## src/bcsc_pkg.sv

```systemverilog
// Shared definitions for the box collision side classifier.
// Holds the side codes and the default coordinate width; no dependencies.
package bcsc_pkg;

    localparam int COORD_BITS_DEF = 16;
    localparam int SIDE_W         = 3;

    typedef enum logic [SIDE_W-1:0] {
        SIDE_NONE   = 3'd0,
        SIDE_INSIDE = 3'd1,
        SIDE_RIGHT  = 3'd2,
        SIDE_TOP    = 3'd3,
        SIDE_LEFT   = 3'd4,
        SIDE_BOTTOM = 3'd5
    } side_t;

endpackage

```

## src/box_collision_side_classifier_unit.sv

```systemverilog
// Top level of the box collision side classifier: a four-stage pipeline.
// Depends on bcsc_pkg for the side codes and the default coordinate width.
//
//  Channel   Handshake          Payload
//  s_ (in)   s_valid / s_ready  two boxes (center, half extents), second box velocity
//  m_ (out)  m_valid / m_ready  m_side, one result per input transfer
//
// Every transfer passes four register stages: box edges, region decode with corner
// offsets, the two slope cross products, then the final compare.
// The multiplier stage sets the clock; one transfer can enter every cycle unless a
// stall on m_ready has filled every stage.
// Reset (aresetn, synchronous, active low) clears only the stage valid bits.
// A stall on m_ready holds the full stages at the output end; stages behind an empty
// one still move up, so input transfers are taken while a finished result waits.
module box_collision_side_classifier_unit #(
    parameter int COORD_BITS = bcsc_pkg::COORD_BITS_DEF
) (
    input  logic                          aclk,
    input  logic                          aresetn,
    input  logic                          s_valid,
    output logic                          s_ready,
    input  logic signed [COORD_BITS-1:0]  s_my_center_x,
    input  logic signed [COORD_BITS-1:0]  s_my_center_y,
    input  logic        [COORD_BITS-2:0]  s_my_half_width,
    input  logic        [COORD_BITS-2:0]  s_my_half_height,
    input  logic signed [COORD_BITS-1:0]  s_other_center_x,
    input  logic signed [COORD_BITS-1:0]  s_other_center_y,
    input  logic        [COORD_BITS-2:0]  s_other_half_width,
    input  logic        [COORD_BITS-2:0]  s_other_half_height,
    input  logic signed [COORD_BITS-1:0]  s_other_vel_x,
    input  logic signed [COORD_BITS-1:0]  s_other_vel_y,
    output logic                          m_valid,
    input  logic                          m_ready,
    output logic [bcsc_pkg::SIDE_W-1:0]   m_side
);
    import bcsc_pkg::*;

    localparam int C = COORD_BITS;
    localparam int E = COORD_BITS + 1;       // edges and centers
    localparam int D = COORD_BITS + 2;       // corner offsets
    localparam int P = 2 * COORD_BITS + 2;   // cross products

    // Stage valid bits and per-stage load enables.
    logic v1_reg, v2_reg, v3_reg, v4_reg;
    logic en1, en2, en3, en4;

    assign en4     = !v4_reg || m_ready;
    assign en3     = !v3_reg || en4;
    assign en2     = !v2_reg || en3;
    assign en1     = !v1_reg || en2;
    assign s_ready = en1;

    always_ff @(posedge aclk) begin
        if (!aresetn) begin
            v1_reg <= 1'b0;
            v2_reg <= 1'b0;
            v3_reg <= 1'b0;
            v4_reg <= 1'b0;
        end else begin
            if (en1) v1_reg <= s_valid;
            if (en2) v2_reg <= v1_reg;
            if (en3) v3_reg <= v2_reg;
            if (en4) v4_reg <= v3_reg;
        end
    end

    // ---------------- Stage 1: box edges ----------------
    logic signed [E-1:0] left_reg, right_reg, top_reg, bottom_reg;
    logic signed [E-1:0] oleft_reg, oright_reg, otop_reg, obottom_reg;
    logic signed [E-1:0] ox_reg, oy_reg;
    logic signed [C-1:0] vx1_reg, vy1_reg;

    logic signed [E-1:0] mcx_e, mcy_e, ox_e, oy_e, mw_e, mh_e, ow_e, oh_e;

    assign mcx_e = E'(s_my_center_x);
    assign mcy_e = E'(s_my_center_y);
    assign ox_e  = E'(s_other_center_x);
    assign oy_e  = E'(s_other_center_y);
    assign mw_e  = E'($signed({1'b0, s_my_half_width}));
    assign mh_e  = E'($signed({1'b0, s_my_half_height}));
    assign ow_e  = E'($signed({1'b0, s_other_half_width}));
    assign oh_e  = E'($signed({1'b0, s_other_half_height}));

    always_ff @(posedge aclk) begin
        if (en1) begin
            left_reg    <= mcx_e - mw_e;
            right_reg   <= mcx_e + mw_e;
            top_reg     <= mcy_e + mh_e;
            bottom_reg  <= mcy_e - mh_e;
            oleft_reg   <= ox_e - ow_e;
            oright_reg  <= ox_e + ow_e;
            otop_reg    <= oy_e + oh_e;
            obottom_reg <= oy_e - oh_e;
            ox_reg      <= ox_e;
            oy_reg      <= oy_e;
            vx1_reg     <= s_other_vel_x;
            vy1_reg     <= s_other_vel_y;
        end
    end

    // ---------------- Stage 2: region decode and corner offsets ----------------
    logic  in_x, in_y, on_x, on_y, past_r, past_l, past_t, past_b;
    logic  ovl_r, ovl_l, ovl_t, ovl_b;
    logic  ovl_r_strict, ovl_l_strict, ovl_t_strict, ovl_b_strict;
    side_t fixed_side_next, first_side_next, second_side_next;
    logic  use_slope_next;
    logic signed [E-1:0] corner_x, corner_y;

    assign in_x   = (left_reg < ox_reg) && (ox_reg < right_reg);
    assign in_y   = (bottom_reg < oy_reg) && (oy_reg < top_reg);
    assign on_x   = (left_reg <= ox_reg) && (ox_reg <= right_reg);
    assign on_y   = (bottom_reg <= oy_reg) && (oy_reg <= top_reg);
    assign past_r = right_reg < ox_reg;
    assign past_l = ox_reg < left_reg;
    assign past_t = top_reg < oy_reg;
    assign past_b = oy_reg < bottom_reg;

    assign ovl_r        = oleft_reg <= right_reg;
    assign ovl_l        = left_reg <= oright_reg;
    assign ovl_t        = obottom_reg <= top_reg;
    assign ovl_b        = bottom_reg <= otop_reg;
    assign ovl_r_strict = oleft_reg < right_reg;
    assign ovl_l_strict = left_reg < oright_reg;
    assign ovl_t_strict = obottom_reg < top_reg;
    assign ovl_b_strict = bottom_reg < otop_reg;

    assign corner_x = past_r ? right_reg : left_reg;
    assign corner_y = past_t ? top_reg : bottom_reg;

    always_comb begin
        fixed_side_next  = SIDE_NONE;
        first_side_next  = SIDE_NONE;
        second_side_next = SIDE_NONE;
        use_slope_next   = 1'b0;
        if (in_x && in_y) begin
            fixed_side_next = SIDE_INSIDE;
        end else if (past_r && on_y) begin
            fixed_side_next = ovl_r ? SIDE_RIGHT : SIDE_NONE;
        end else if (past_t && on_x) begin
            fixed_side_next = ovl_t ? SIDE_TOP : SIDE_NONE;
        end else if (past_l && on_y) begin
            fixed_side_next = ovl_l ? SIDE_LEFT : SIDE_NONE;
        end else if (past_b && on_x) begin
            fixed_side_next = ovl_b ? SIDE_BOTTOM : SIDE_NONE;
        end else if (past_r && past_t) begin
            use_slope_next   = ovl_r_strict && ovl_t_strict;
            first_side_next  = SIDE_RIGHT;
            second_side_next = SIDE_TOP;
        end else if (past_l && past_t) begin
            use_slope_next   = ovl_l_strict && ovl_t_strict;
            first_side_next  = SIDE_TOP;
            second_side_next = SIDE_LEFT;
        end else if (past_l && past_b) begin
            use_slope_next   = ovl_l_strict && ovl_b_strict;
            first_side_next  = SIDE_LEFT;
            second_side_next = SIDE_BOTTOM;
        end else if (past_r && past_b) begin
            use_slope_next   = ovl_r_strict && ovl_b_strict;
            first_side_next  = SIDE_BOTTOM;
            second_side_next = SIDE_RIGHT;
        end
    end

    side_t fixed2_reg, first2_reg, second2_reg;
    logic  use_slope2_reg;
    logic signed [D-1:0] dx_reg, dy_reg;
    logic signed [C-1:0] vx2_reg, vy2_reg;

    always_ff @(posedge aclk) begin
        if (en2) begin
            fixed2_reg     <= fixed_side_next;
            first2_reg     <= first_side_next;
            second2_reg    <= second_side_next;
            use_slope2_reg <= use_slope_next;
            dx_reg         <= D'(ox_reg) - D'(corner_x);
            dy_reg         <= D'(oy_reg) - D'(corner_y);
            vx2_reg        <= vx1_reg;
            vy2_reg        <= vy1_reg;
        end
    end

    // ---------------- Stage 3: slope cross products ----------------
    logic signed [P-1:0] lhs_next, rhs_next;
    logic                vy_pos, dy_pos;

    assign lhs_next = P'(vx2_reg) * P'(dy_reg);
    assign rhs_next = P'(dx_reg) * P'(vy2_reg);
    assign vy_pos   = !vy2_reg[C-1] && (vy2_reg != '0);
    assign dy_pos   = !dy_reg[D-1] && (dy_reg != '0);

    side_t fixed3_reg, first3_reg, second3_reg;
    logic  use_slope3_reg, vy_zero3_reg, vx_neg3_reg, same_sign3_reg;
    logic signed [P-1:0] lhs_reg, rhs_reg;

    always_ff @(posedge aclk) begin
        if (en3) begin
            fixed3_reg     <= fixed2_reg;
            first3_reg     <= first2_reg;
            second3_reg    <= second2_reg;
            use_slope3_reg <= use_slope2_reg;
            vy_zero3_reg   <= (vy2_reg == '0);
            vx_neg3_reg    <= vx2_reg[C-1];
            same_sign3_reg <= (vy_pos == dy_pos);
            lhs_reg        <= lhs_next;
            rhs_reg        <= rhs_next;
        end
    end

    // ---------------- Stage 4: slope compare and result register ----------------
    // A zero vertical velocity acts as an infinite slope: only a negative
    // horizontal velocity orders below the corner slope.
    logic  slope_less;
    side_t side_next;
    side_t side_reg;

    always_comb begin
        if (vy_zero3_reg) begin
            slope_less = vx_neg3_reg;
        end else if (same_sign3_reg) begin
            slope_less = lhs_reg < rhs_reg;
        end else begin
            slope_less = lhs_reg > rhs_reg;
        end
        if (use_slope3_reg) begin
            side_next = slope_less ? first3_reg : second3_reg;
        end else begin
            side_next = fixed3_reg;
        end
    end

    always_ff @(posedge aclk) begin
        if (en4) begin
            side_reg <= side_next;
        end
    end

    assign m_valid = v4_reg;
    assign m_side  = side_reg;

endmodule
```

## config.mk

```make
export PLATFORM = sky130hd
export DESIGN_NAME = box_collision_side_classifier_unit
export DESIGN_NICKNAME = d
export VERILOG_FILES = /design/src/bcsc_pkg.sv /design/src/box_collision_side_classifier_unit.sv
export SDC_FILE = /design/constraint.sdc
export NUM_CORES = 2
export LEC_CHECK = 0
export ABC_AREA = 1
export BUFFER_PORTS_ARGS = -buffer_cell sky130_fd_sc_hd__buf_2
export CAP_MARGIN = 5
export CORE_MARGIN = 4
export CORE_UTILIZATION = 43
export CTS_CLUSTER_SIZE = 12
export DETAILED_ROUTE_END_ITERATION = 10
export SLEW_MARGIN = 30
export SYNTH_ARGS = -nofsm -noshare
export SYNTH_HDL_FRONTEND = slang
export SYNTH_SLANG_ARGS = --single-unit
export TNS_END_PERCENT = 5
```

## constraint.sdc

```tcl
create_clock -name aclk -period 10.9 [get_ports aclk]
set_clock_uncertainty 0.1 [all_clocks]
set_input_delay 2.18 -clock aclk [delete_from_list [all_inputs] [get_ports aclk]]
set_output_delay 2.18 -clock aclk [all_outputs]
set_load 0.02 [all_outputs]
```

==> out/summary.txt <==
r2r endpoint - rhs_reg[33]
syn_area_per_cell - 8.71 µm²
dpl hpwl - 89000 µm
detailed-route via count - 32900
crit end category - flip-flop
initial drt markers - 1766
final period utilization - 60.2%
H-tree depth - 2
CP startpoint - vy2_reg[1]
first-pass GRT wire length - 177000 µm
hold path start - vy1_reg[10]
core area - 105000 µm²
DR WL/cell - 15.9 µm
Slew @ Worst Pin - 964 ps
gr ovfl total - 0
first-pass iteration count of the detailed router - 5
most common cell after layout, fill and taps aside - inv_1
Worst path max stage delay - 870 ps
Area Growth Syn to Fin - 7.50%
# diodes - 0
GP Congestion - 0.885
met3 wire length - 4160 µm
Routed met1 length - 45400 µm
DRT antenna net count - 0
Resize count post-CTS - 0
Synth Instances - 5251
CP max FO - 19
Max clock buf depth - 3
crit path to - rhs_reg[33]
HP Class - reg2reg
Post-synth EDFFs - 358
final count of pins violating max slew - 0
crit path launch type - flip-flop
vias per inst - 4.90
I/O Buffers - 164
CP required - 11130 ps
max_slew headroom - 35.7%
CTS tree - yes
met2 routed wirelength - 54300 µm
Period minus WS final - 6570 ps
die height - 334 µm
Top Ports - 165
chip width - 334 µm
fmax - 152 MHz
Final setup viols - 0
Top Family by Delay on Critical Path - adder cells
CTS root buf - clkbuf_16
number of post-CTS setup repair buffers - 0
crit-path most repeated cell - fa_1
largest net degree at the start of global routing - 77
via count of the first global-routing pass - 34900
Post-synth top flop - edfxtp_1
Max Cap Violations - 0
CP Class - reg2reg
Net count, final - 6551
Final Hold Fails - 0
antenna violations before repair - 0
Synthesis Warnings - 0
crit path DAT - 6790 ps
top layer in use - met4
# DRC - 0
sequential share of the synthesized area - 23.7%
RR Startpoint - vy2_reg[1]
setup tns final - 0 ps
Synth Net Count - 6497
Initial Util - 43.4%
die area - 112000 µm²
TritonCTS Buffers - 46
share of cells above drive strength 1 - 5.70%
# rows - 119
final wirelength - 107000 µm
CTS clk-pin slew, worst paths - 60 ps
Synth async-reset ratio - 0%
crit path max-delay cell type - fa_1
hold_buf cts - 0
worst reg2reg setup slack - 4330 ps
clock sink count - 362
synthesized flop and latch total - 362
status - completed
most frequent cells in the layout - inv_1, nand2_1, fa_1
RSZ-0062 raised after global routing - false
Reg2Reg Depth - 19
Worst path depth - 19
gr usage total - 19.7%
mapped cell area - 45800 µm²
crit path buf inv count - 5
number of distinct library cells after synthesis - 52
clk_lat worst skew - 610 ps
CP Cell Sequence - nand2_1 > inv_1 > fa_1 > fa_1 > inv_1 > fa_1 > inv_1 > fa_1 > fa_1 > inv_1 > fa_1 > inv_1 > ha_1 > a21oi_1 > o21ai_0 > a221oi_1 > o21ai_0 > a21oi_1 > xor2_1
cell type report:
type / count / area [µm²]
Clock buffer: 54 / 1200
Sequential cell: 362 / 10800
Fill cell: 10300 / 56200
Tap cell: 1391 / 1740
Inverter: 1431 / 5380
Clock inverter: 26 / 235
Multi-Input combinational cell: 3287 / 28900
Timing Repair Buffer: 177 / 926
cells by family after synthesis:
family                     after synthesis  synth area share [%]
AOI/OAI and AO/OA                      542                  6.66
xor gates and xnor gates               221                  4.23
DFF                                    362                  23.7
adders and majority gates             1086                  39.4
buffers and inverters                 1602                  13.2
and+or+nand+nor                       1438                  12.8
worst min-delay path by stage:
| stage | endpoint | slack (ps) | cells past startpoint |
|---|---|---|---|
| 6_report | vy2_reg[10] | 320 | 0 |
| 5_1_grt | vy2_reg[9] | 320 | 0 |
| 4_1_cts | use_slope3_reg | 320 | 0 |
| 3_5_place_dp | second3_reg[2] | 310 | 0 |
| 3_3_place_gp | vy2_reg[12] | 300 | 0 |
| 2_1_floorplan | first3_reg[0] | 300 | 0 |
synthesized netlist by cell type (all sizes together) (2+ instances only):
master   instances  area (µm²)
xnor2           48         420
o21bai          13        97.6
a21boi          25         218
nor2           205         792
dfxtp            4        80.1
buf             37         176
inv           1428        5360
nand3           96         505
or2             10        62.6
clkinv           3        11.3
o211ai           3        22.5
nand4           42         269
nor3b            3        22.5
o31ai            9        67.6
xor2           173        1520
a211oi           3        22.5
a221oi           2        17.5
a31oi           11        68.8
edfxtp         358       10800
a21oi          272        1380
a21o            19         143
nor4            20         125
nand3b           8        60.1
nor3            29         145
clkbuf         134         505
ha             496        6210
o21a             9        67.6
o2111ai          2        17.5
nand2         1023        3870
o21ai          171         901
fa             590       11800
layer usage:
metal | vias up | track usage [%]
li1 | 16000 | -
met1 | 16100 | 24.8
met2 | 663 | 35.9
met3 | 159 | 2.18
met4 | 0 | 5.67
met5 | - | 0
per-stage QoR:
stage	setup slack [ps]	instance area, µm²	hold slack (ps)	util, %	instances
after global placement	4540	47700	301	45.3	6648
after CTS	4340	49200	317	46.7	6728
after detailed placement	4390	47700	305	45.3	6648
after floorplan	78.4	45800	300	-	5251
final	4330	49200	316	46.7	6728
after global routing	3980	49200	322	46.7	6728
Power is left out: the tool's default activity adds up to more than one toggle a clock period on the data nets, which glitch-free logic cannot reach.
